[src/rtl/deghost_softmax_pixel_blend_macros.svh]
// Assertion macros for the deghost softmax pixel blend.
`ifndef DEGHOST_SOFTMAX_PIXEL_BLEND_MACROS_SVH
`define DEGHOST_SOFTMAX_PIXEL_BLEND_MACROS_SVH
`ifndef SYNTH
// same-cycle implication
`define DSPB_ASSERT_IMP(name, ante, cons) \
  name: assert property (@(posedge clk) disable iff (!rst_n) (ante) |-> (cons)) \
    else $error("dspb check failed");
// next-cycle implication
`define DSPB_ASSERT_NXT(name, ante, cons) \
  name: assert property (@(posedge clk) disable iff (!rst_n) (ante) |=> (cons)) \
    else $error("dspb check failed");
`else
`define DSPB_ASSERT_IMP(name, ante, cons)
`define DSPB_ASSERT_NXT(name, ante, cons)
`endif
`endif

[src/rtl/dspb_div.sv]
// Pipelined restoring divider, one quotient bit per stage.
module dspb_div #(
  parameter int NUM_W = 24,
  parameter int DEN_W = 9,
  parameter int QUO_W = 16
) (
  input  logic             clk,
  input  logic             en,
  input  logic [NUM_W-1:0] num,
  input  logic [DEN_W-1:0] den,
  output logic [QUO_W-1:0] quo
);

  // quotient must fit QUO_W bits, so the top part of num is below den
  logic [DEN_W-1:0] rem_r [QUO_W];
  logic [DEN_W-1:0] den_r [QUO_W];
  logic [QUO_W-1:0] low_r [QUO_W];
  logic [QUO_W-1:0] quo_r [QUO_W];

  for (genvar k = 0; k < QUO_W; k++) begin : g_step
    logic [DEN_W-1:0] rin;
    logic [DEN_W-1:0] din;
    logic [QUO_W-1:0] lin;
    logic [QUO_W-1:0] qin;
    logic [DEN_W:0]   trial;
    logic             fit;

    if (k == 0) begin : g_first
      assign rin = DEN_W'(num >> QUO_W);
      assign din = den;
      assign lin = num[QUO_W-1:0];
      assign qin = '0;
    end else begin : g_next
      assign rin = rem_r[k-1];
      assign din = den_r[k-1];
      assign lin = low_r[k-1];
      assign qin = quo_r[k-1];
    end

    assign trial = {rin, lin[QUO_W-1]};
    assign fit   = trial >= {1'b0, din};

    always_ff @(posedge clk) begin
      if (en) begin
        rem_r[k] <= fit ? DEN_W'(trial - {1'b0, din}) : DEN_W'(trial);
        den_r[k] <= din;
        low_r[k] <= lin << 1;
        quo_r[k] <= (qin << 1) | QUO_W'(fit);
      end
    end
  end

  assign quo = quo_r[QUO_W-1];

endmodule

[config.mk]
export PLATFORM = sky130hd
export DESIGN_NAME = dspb_div
export DESIGN_NICKNAME = d
export VERILOG_FILES = /design/src/rtl/deghost_softmax_pixel_blend_macros.svh /design/src/rtl/dspb_div.sv
export SDC_FILE = /design/constraint.sdc
export NUM_CORES = 1
export LEC_CHECK = 0
export ABC_AREA = 1
export BUFFER_PORTS_ARGS = -buffer_cell sky130_fd_sc_hd__buf_2
export CAP_MARGIN = 20
export CORE_MARGIN = 2
export CORE_UTILIZATION = 53
export DETAILED_ROUTE_END_ITERATION = 12
export PLACE_DENSITY = 0.82
export SLEW_MARGIN = 40
export SYNTH_ARGS = -nofsm -noshare
export SYNTH_HDL_FRONTEND = slang
export SYNTH_SLANG_ARGS = --single-unit
[constraint.sdc]
create_clock -name clk -period 2.1 [get_ports clk]
set_clock_uncertainty 0.1 [all_clocks]
set_input_delay 0.315 -clock clk [delete_from_list [all_inputs] [get_ports clk]]
set_output_delay 0.315 -clock clk [all_outputs]
set_load 0.03 [all_outputs]
# Yosys cells after proc, flatten, opt, wreduce, memory -nomap -nowiden

Memory sizes are Yosys's and may differ from the RTL's.
Cells that the tools add are included.

Memories: 4
Bits in writable memories: 784
Logic and storage cells: 69
Register bits after elaboration: 0

Memory list:

| memory | depth | bits a word | rd ports | clocked after memory_dff | wr ports | line           | source |
|---|---|---|---|---|---|---|---|
| quo_r  | 16    | 16          | 16       | 0                        | 16       | dspb_div.sv:18 | `logic [QUO_W-1:0] quo_r [QUO_W];` |
| low_r  | 16    | 15          | 15       | 0                        | 16       | dspb_div.sv:17 | `logic [QUO_W-1:0] low_r [QUO_W];` |
| den_r  | 16    | 9           | 15       | 0                        | 16       | dspb_div.sv:16 | `logic [DEN_W-1:0] den_r [QUO_W];` |
| rem_r  | 16    | 9           | 15       | 0                        | 16       | dspb_div.sv:15 | `logic [DEN_W-1:0] rem_r [QUO_W];` |

Bitwise operators: 15
Add/subtract/negate cells: 16
Mux-type cells: 18
$lt $le $gt $ge: 16

Operators with widths:

| kind           | count |
|---|---|
| $or A16 B1 Y16 | 15 |
| $ge A10 B9 Y1  | 15 |
| $mux W9        | 16 |
| $sub A9 B9 Y9  | 16 |
| $ge A9 B9 Y1   | 1 |
| $mux W1        | 2 |

# Logic depth before layout (Yosys ltp)

Gate-level depths: netlist (run 1).
An unclocked memory read counts as a cell.

Word-level depth: 3
Depth in mapped cells: 12
Gate-level depth less buffers: 12

# Worst setup path after synthesis (run 1)

No wires, ideal clock.

Kind: register to register
Start: memory low_r[0][14] in the netlist's numbering
End: memory rem_r[1][7] (data pin)
Buffers on the path: 0
Arrival: 1.703 ns
Setup slack: 0.045 ns
Cell stages (with the launch flop): 13
Required time: 1.747 ns
Setup time: 0.253 ns
Path through: edfxtp_1 > inv_1 > ha_1 > inv_1 > fa_1 > nand3_1 > nand3_2 > nand2_1 > nand2_1 > nand2_2 > nand2_4 > nand2_1 > nand2_1

RTL lines:

| item        | line |
|---|---|
| from (decl) | dspb_div.sv:17 |
| to (decl)   | dspb_div.sv:15 |

==> metrics.md, run 1 <==
| Metric | Value |
|---|---|
| First-pass GRT wire length | around 80000 um |
| Outcome | finished, violations left |
| Max-slew headroom | 73.66% |
| Core area | about 0.048 sq mm |
| Hold_ws | ~0.31 ns |
| Distinct cells, synth | 26 |
| Synth Instances | 2447 |
| Fmax | 460.4 MHz |
| Starting Density | 53.61% |
| Clock root cell | clkbuf_16 |
| Final setup viols | 15 |
| Clk slew on worst S/H paths | approximately 0.060 ns |
| Vias | about 18000 |
| Placer Congestion | 0.8949 |
| Clock buffer depth | 3 |
| Clock sinks | between 500 and 600 |
| YS warnings | 0 |
| Total track usage | between 15 and 20% |
| Routed WL per cell | between 15 and 20 um |
| Leak | roughly 14 nW |
| Synth top cells by count | nand2_1, edfxtp_1, inv_1 |
| Area Overhead vs Synth | 23.05% |
| Htree depth | 2 |
| Share of the synthesized area in the top cell type | between 60% and 70% |
| Syn_area_per_cell | around 10 sq um |
| Max FO, Critical Path | 5 |
| Reg2Reg Capture Point | rem_r[11][8] |
| Total power | a little over 40 mW |
| R2r setup slk | -0.07 ns |
| Vias per inst | between 5 and 6 |
| Post-placement setup slack | -0.07288 ns |
| Final hold viol count | 0 |
| Crit share post-route | 103.4% |
| Reg2Reg Depth | 12 |
| Final WS setup | -0.07179 ns |
| Hold worst-path end | low_r[1][24] |
| Die height | 223.8 um |
| WP data required | roughly 2.4 ns |
| Grt ovf | 0 |
| Seq pwr share | 37.6% |
| Design Area, Final | between 0.03 and 0.04 sq mm |
| Sw Ratio | a little over a third |
| Syn_nets | 2641 |
| Number of I/O port buffers | 50 |
| DR iter-0 viols | between 1000 and 1500 |
| Fin Setup TNS | -0.5040 ns |
| Nets | roughly 3000 |
| Post-DP HPWL | 34950 um |
| Ant diodes | 0 |
| Pin count of the biggest net entering global routing | 70 |
| Seq/Total Area, Yosys | between 60% and 70% |
| Switching power | around 15 mW |
| ANT nets after route | 0 |
| Critical Path Start Type | flip-flop |
| Max cap viols | 0 |
| RSZ-0062 raised after global routing | yes |
| Reg2Reg Launch Point | low_r[1][44] |
| Post-synthesis async set-or-reset flop share | 0% |
| Cell Rows | 80 |
| Total Wirelength | roughly 52000 um |
| Int Power | around 27 mW |
| Share of cells above drive strength 1 | between 20% and 30% |
| Worst Path Arrival | around 2.4 ns |
| Clk Latency, worst-skew pair | 0.60 ns |
| Io pins | slightly above 50 |
| Vias in the first global route | between 15000 and 20000 |
| Maximum vdd ir drop | 0.6846 mV |
| Mapped cell area | approximately 0.026 sq mm |
| Yosys top cell by area | edfxtp_1 |
| Worst Setup End Kind | flip-flop |
| Hold Crit Class | flip-flop to flip-flop |
| Comb power frac | 38.8% |
| Die Footprint | around 0.05 sq mm |
| Filler instances | 3415 |
| Critical path type | flip-flop to flip-flop |
| EDFF count, synth | 526 |
| Worst slew pin tran | about 0.39 ns |
| Post-route DRC violation count | 0 |
| Clk pwr share | 23.6% |
| Min Tclk post-route | ~2.2 ns |
| Seq cells post-synth | approximately 530 |
| Pins Over Slew Limit | 0 |
| CTS tree | yes |
| Synth top area cells | edfxtp_1, nand2_1, ha_1, inv_1, nand3_1 |
| Initial antenna violation count | 0 |
| Placement-stage cell area | 0.02769 sq mm |
| Pwr dens | ~1300 mW/mm^2 |
| Dominant synthesized flop cell | edfxtp_1 |
| Violated checks | negative setup slack |
| Total CTS buffers | 54 |
| DRT Pass-1 Iters | 6 |
| HP Start | low_r[1][8] |
| Die Span X | about 220 um |
| Top-count cell post-synth | nand2_1 |
| Hold Path Depth | 0 |
[logic make-up after synthesis]
family	share of synthesized area, %
AO/OA/AOI/OAI	0.9238
XOR/XNOR	1.540
adder cells (fa/ha/maj)	8.212
buffers and inverters	6.921
flip-flops	61.70
AND/OR/NAND/NOR	20.70
[what timing repair did]
| action | CTS | global route |
|---|---|---|
| hold endpoints to repair | 49 | 0 |
| gates cloned | 4 | 12 |
| hold buffers | 34 | 0 |
| endpoints found under the setup margin | 81 | 137 |
| setup buffers | 9 | 33 |
| pin swaps | 4 | 59 |
| resized for setup | 24 | 286 |
[critical path, cell delays in order, from the launching register on]
cell and delay [ns]:
edfxtp_1 0.41, inv_1 0.09, ha_2 0.17, inv_2 0.04, fa_2 0.36, nand3_2 0.12, nand3_4 0.11, nand2_4 0.11
nand2_4 0.06, nand2_4 0.11, nand2_4 0.10, nand2_2 0.09, nand2_1 0.05
[cells in the final DEF (no fill, tap or decap), types with 11 or more instances in the layout]
cell	netlist	final
inv_2	0	11
inv_1	460	449
buf_6	4	14
clkbuf_16	0	57
a21oi_1	40	40
buf_4	0	137
nand3_1	249	231
ha_1	144	106
nand2_4	13	41
buf_12	0	15
nand2_1	782	653
clkinv_1	0	17
edfxtp_1	526	526
nor2_1	57	49
buf_2	0	50
nand2_2	28	131
nand2_8	4	13
fa_2	0	15
xor2_1	44	44
ha_4	0	21
nor2_2	14	16
nand4_1	17	17
nand3_2	10	24
ha_2	0	17
dlygate4sd3_1	0	34
[power groups by stage]
stage          combinational, mW  clock (mW)  sequential (mW)
3_5_place_dp                13.1           0             15.6
4_1_cts                     13.5        9.96             15.4
2_1_floorplan               9.55           0             15.1
5_1_grt                     17.9        10.4             15.7
3_3_place_gp                12.7           0             15.6
6_report                    16.0        9.76             15.5
[sequential cells by signal, summed over array words and instances (netlist names)]
name   count
quo_r    136
den_r    135
rem_r    135
low_r    120
[area by class of cell]
| cell class | count | area, sq um | area share, % |
|---|---|---|---|
| clock buffers | 66 | 1460 | 4.636 |
| repair buffers | 253 | 2122 | 6.737 |
| inverters | 460 | 1727 | 5.482 |
| multi-input cells | 1469 | 9263 | 29.41 |
| flip-flops and latches | 526 | 15800 | 50.14 |
| well taps | 615 | 769.5 | 2.443 |
| clock inverters | 35 | 362.8 | 1.152 |
[stage by stage]
step | instances | util [%]
floorplan | 2447 | -
global placement | 3231 | 58.00
detailed placement | 3231 | 58.00
CTS | 3379 | 62.89
global route | 3424 | 65.97
finish | 3424 | 65.97
[per-layer routing]
metal  track usage (%)  part of all wire [%]
met2             34.56                    50
met3             2.807                   5.0
met5                 0                     0
met1             24.70                    41
met4             8.753                   3.7
[worst max-delay path by stage]
stage	depth (start not counted)	from	end
4_1_cts	12	low_r[0][74]	rem_r[5][8]
3_5_place_dp	12	low_r[0][89]	rem_r[6][8]
3_3_place_gp	11	den_r[0][45]	rem_r[6][8]
6_report	12	low_r[1][44]	rem_r[11][8]
5_1_grt	12	low_r[1][44]	rem_r[11][8]
2_1_floorplan	12	low_r[0][14]	rem_r[1][7]
Power figures use the tool's default switching activity.
==> inputs of run 2 (changes only) <==
- CORE_UTILIZATION: 53 -> 50
- PLACE_DENSITY: 0.82 -> 0.78
==> run 2 against run 1 <==
The run still ends with negative setup slack left. Core utilization shrank 2.8 points. Wire length increased by 2.2%. Die area is 5.9% higher. Total power up 0.55%. Non-clock buffer count shrank 14. Via count shrank 0.37%. Critical path type unchanged. Worst hold slack about the same. Worst setup slack got worse by 0.0053 ns. Sequential cell count stayed put. Largest cell class unchanged.
==> metrics.md, run 2 (synthesis gave the netlist of run 1 again) <==
| Metric | Value |
|---|---|
| Area Overhead vs Synth | 24.22% (was 23.05%) |
| Max FO, Critical Path | 5 (unchanged) |
| Outcome | finished, violations left (unchanged) |
| Final WS setup | -0.07711 ns (was -0.07179 ns) |
| Placed cells | 3258 (was 3231) |
| Clk Latency, worst-skew pair | 0.60 ns (about the same) |
| Critical-path cell list | inv_1 -> ha_2 -> inv_2 -> fa_2 -> nand3_2 -> nand3_2 -> nand2_2 -> nand2_4 -> nand2_8 -> nand2_8 -> nand2_2 -> nand2_2 (was inv_1 -> ha_2 -> inv_2 -> fa_2 -> nand3_2 -> nand3_4 -> nand2_4 -> nand2_4 -> nand2_4 -> nand2_4 -> nand2_2 -> nand2_1) |
| Post-route DRC violation count | 0 (unchanged) |
| Most frequent cell on the critical path | nand2_2 (was nand2_4) |
| Pins Over Slew Limit | 0 (unchanged) |
| DRT Pass-1 Iters | 6 (unchanged) |
| Starting Density | 50.81% (was 53.61%) |
| Critical path type | flip-flop to flip-flop (unchanged) |
| Core area | 0.05038 sq mm (was 0.04775 sq mm) |
| Leak | 14.40 nW (was 14.50 nW) |
| GRT busiest layer | met2 (unchanged) |
| Grt ovf | 0 (unchanged) |
| Maximum vdd ir drop | 0.6760 mV (was 0.6846 mV) |
| Pin count of the biggest net entering global routing | 92 (was 70) |
| Ant diodes | 0 (unchanged) |
| Clk slew on worst S/H paths | 0.06 ns (about the same) |
| Bufs and invs on worst path | 2 (unchanged) |
| WP data required | 2.35 ns (about the same) |
| Max reg flops | 136 (unchanged) |
| Worst slew pin tran | 0.4704 ns (was 0.3921 ns) |
| Initial antenna violation count | 0 (unchanged) |
| Final hold viol count | 0 (unchanged) |
| Die height | 230.3 um (was 223.8 um) |
| Clock buffer depth | 3 (unchanged) |
| Max cap viols | 0 (unchanged) |
| Violated checks | negative setup slack (unchanged) |
| Nets | 2948 (was 2958) |
| Total track usage | 18.93% (was 19.82%) |
| Placer Congestion | 0.9171 (was 0.8949) |
| Commonest non-fill, non-tap cell in the layout | nand2_1 (unchanged) |
| Pwr dens | 1308 mW/mm^2 (was 1313 mW/mm^2) |
| Met2 global-route usage | 32.75% (was 34.56%) |
| Share of cells above drive strength 1 | 24.13% (was 21.72%) |
| Crit share post-route | 103.7% (was 103.4%) |
| Vias in the first global route | 16998 (was 17116) |
| Worst Path Arrival | 2.43 ns (was 2.42 ns) |
| Hold worst-path end | low_r[1][9] (was low_r[1][24]) |
| Vias per inst | 5.115 (was 5.196) |
| Fin cells | 3465 (was 3424) |
| Io pins | 51 (unchanged) |
| Fin Setup TNS | -0.6345 ns (was -0.5040 ns) |
| HP Start | low_r[0][113] (was low_r[1][8]) |
| ANT nets after route | 0 (unchanged) |
| Top reg by flops | quo_r (unchanged) |
| Hold Path Depth | 0 (unchanged) |
| Critical path's largest stage delay | 0.41 ns (about the same) |
| Post-placement setup slack | -0.1164 ns (was -0.07288 ns) |
| Critical Path Start Type | flip-flop (unchanged) |
| Max-slew headroom | 68.64% (was 73.66%) |
| Total CTS buffers | 56 (was 54) |
| DR iter-0 viols | 1289 (was 1405) |
| Met3 Usage GRT | 2.815% (was 2.807%) |
| Post-DP HPWL | 35010 um (was 34950 um) |
| CP top delay family | simple AND/OR/NAND/NOR gates (unchanged) |
| M1 GR Usage | 23.60% (was 24.70%) |
| Largest registers | quo_r x136, den_r x135, rem_r x135 (unchanged) |
| Htree depth | 2 (unchanged) |
| Reg2Reg Depth | 12 (unchanged) |
| Clock sinks | 526 (unchanged) |
| Worst Setup End Kind | flip-flop (unchanged) |
| Die Span X | 230.3 um (was 223.8 um) |
| Vias | 17725 (was 17790) |
| CP startpoint | low_r[1][14] (was low_r[1][44]) |
| Final setup viols | 31 (was 15) |
| Reg2Reg Capture Point | rem_r[9][5] (was rem_r[11][8]) |
| Hold Crit Class | flip-flop to flip-flop (unchanged) |
| RSZ-0062 raised after global routing | yes (unchanged) |
| First-pass GRT wire length | 81540 um (was 80180 um) |
| Routed WL per cell | 15.41 um (was 15.25 um) |
| Most frequent cells in the layout | nand2_1, edfxtp_1, inv_1, nand3_1, nand2_2 (was nand2_1, edfxtp_1, inv_1, nand3_1, buf_4) |
| Min Tclk post-route | 2.177 ns (was 2.172 ns) |
| CTS tree | yes (unchanged) |
| Fmax | 459.3 MHz (was 460.4 MHz) |
| Die Footprint | 0.05302 sq mm (was 0.05007 sq mm) |
| R2r setup slk | -0.08 ns (was -0.07 ns) |
| Clock root cell | clkbuf_16 (unchanged) |
| Total Wirelength | 53390 um (was 52230 um) |
| Reg2Reg Launch Point | low_r[1][14] (was low_r[1][44]) |
| Cell Rows | 82 (was 80) |
| Slowest CP cell | edfxtp_1 (unchanged) |
| Number of I/O port buffers | 50 (unchanged) |
## run 2: how the worst max path moves through the flow
stage | to | slack (ns) | cells after the start
floorplan | rem_r[1][7] | 0.04 | 12
global placement | rem_r[10][6] | -0.08 | 12
detailed placement | rem_r[10][6] | -0.12 | 12
CTS | rem_r[10][6] | -0.01 | 12
global route | rem_r[12][6] | -0.14 | 13
finish | rem_r[9][5] | -0.08 | 12
## run 2: final cells by class
cell class | count | area [sq um]
Fill cell | 3765 | 18580
Sequential cell | 526 | 15800
Multi-Input combinational cell | 1471 | 9652
Timing Repair Buffer | 239 | 2051
Inverter | 460 | 1727
Clock buffer | 66 | 1460
Tap cell | 672 | 840.8
Clock inverter | 31 | 274.0
## run 2: power by group
group          internal (mW)  switching (mW)
logic                   6.70            10.0
clock network           5.43            3.91
registers               14.2            1.29
total                   26.4            15.2
## run 2: repair_timing
action                                 CTS  global route
endpoints found under the hold margin   43             0
setup endpoints to repair               93           142
setup buffers                           16            43
pin swaps                                9            99
gates resized for setup                 41           365
hold buffers                            34             0
gates cloned                             5            12
## run 2: metal layers
layer	wire length [um]	vias up
met4	1955	0
met3	2309	171
met1	22010	8367
met5	0	-
met2	27110	527
li1	-	8660
## run 2: stage by stage
| stage | cell area, sq um | util [%] | power (mW) | hold slack [ns] |
|---|---|---|---|---|
| final | 31800 | 63.12 | 41.58 | 0.3117 |
| after global routing | 31800 | 63.12 | 44.27 | 0.3037 |
| after CTS | 29880 | 59.31 | 38.26 | 0.2838 |
| after detailed placement | 27530 | 54.64 | 28.42 | 0.3045 |
| after global placement | 27530 | 54.64 | 27.90 | 0.3004 |
| after floorplan | 25600 | - | 24.61 | 0.3003 |
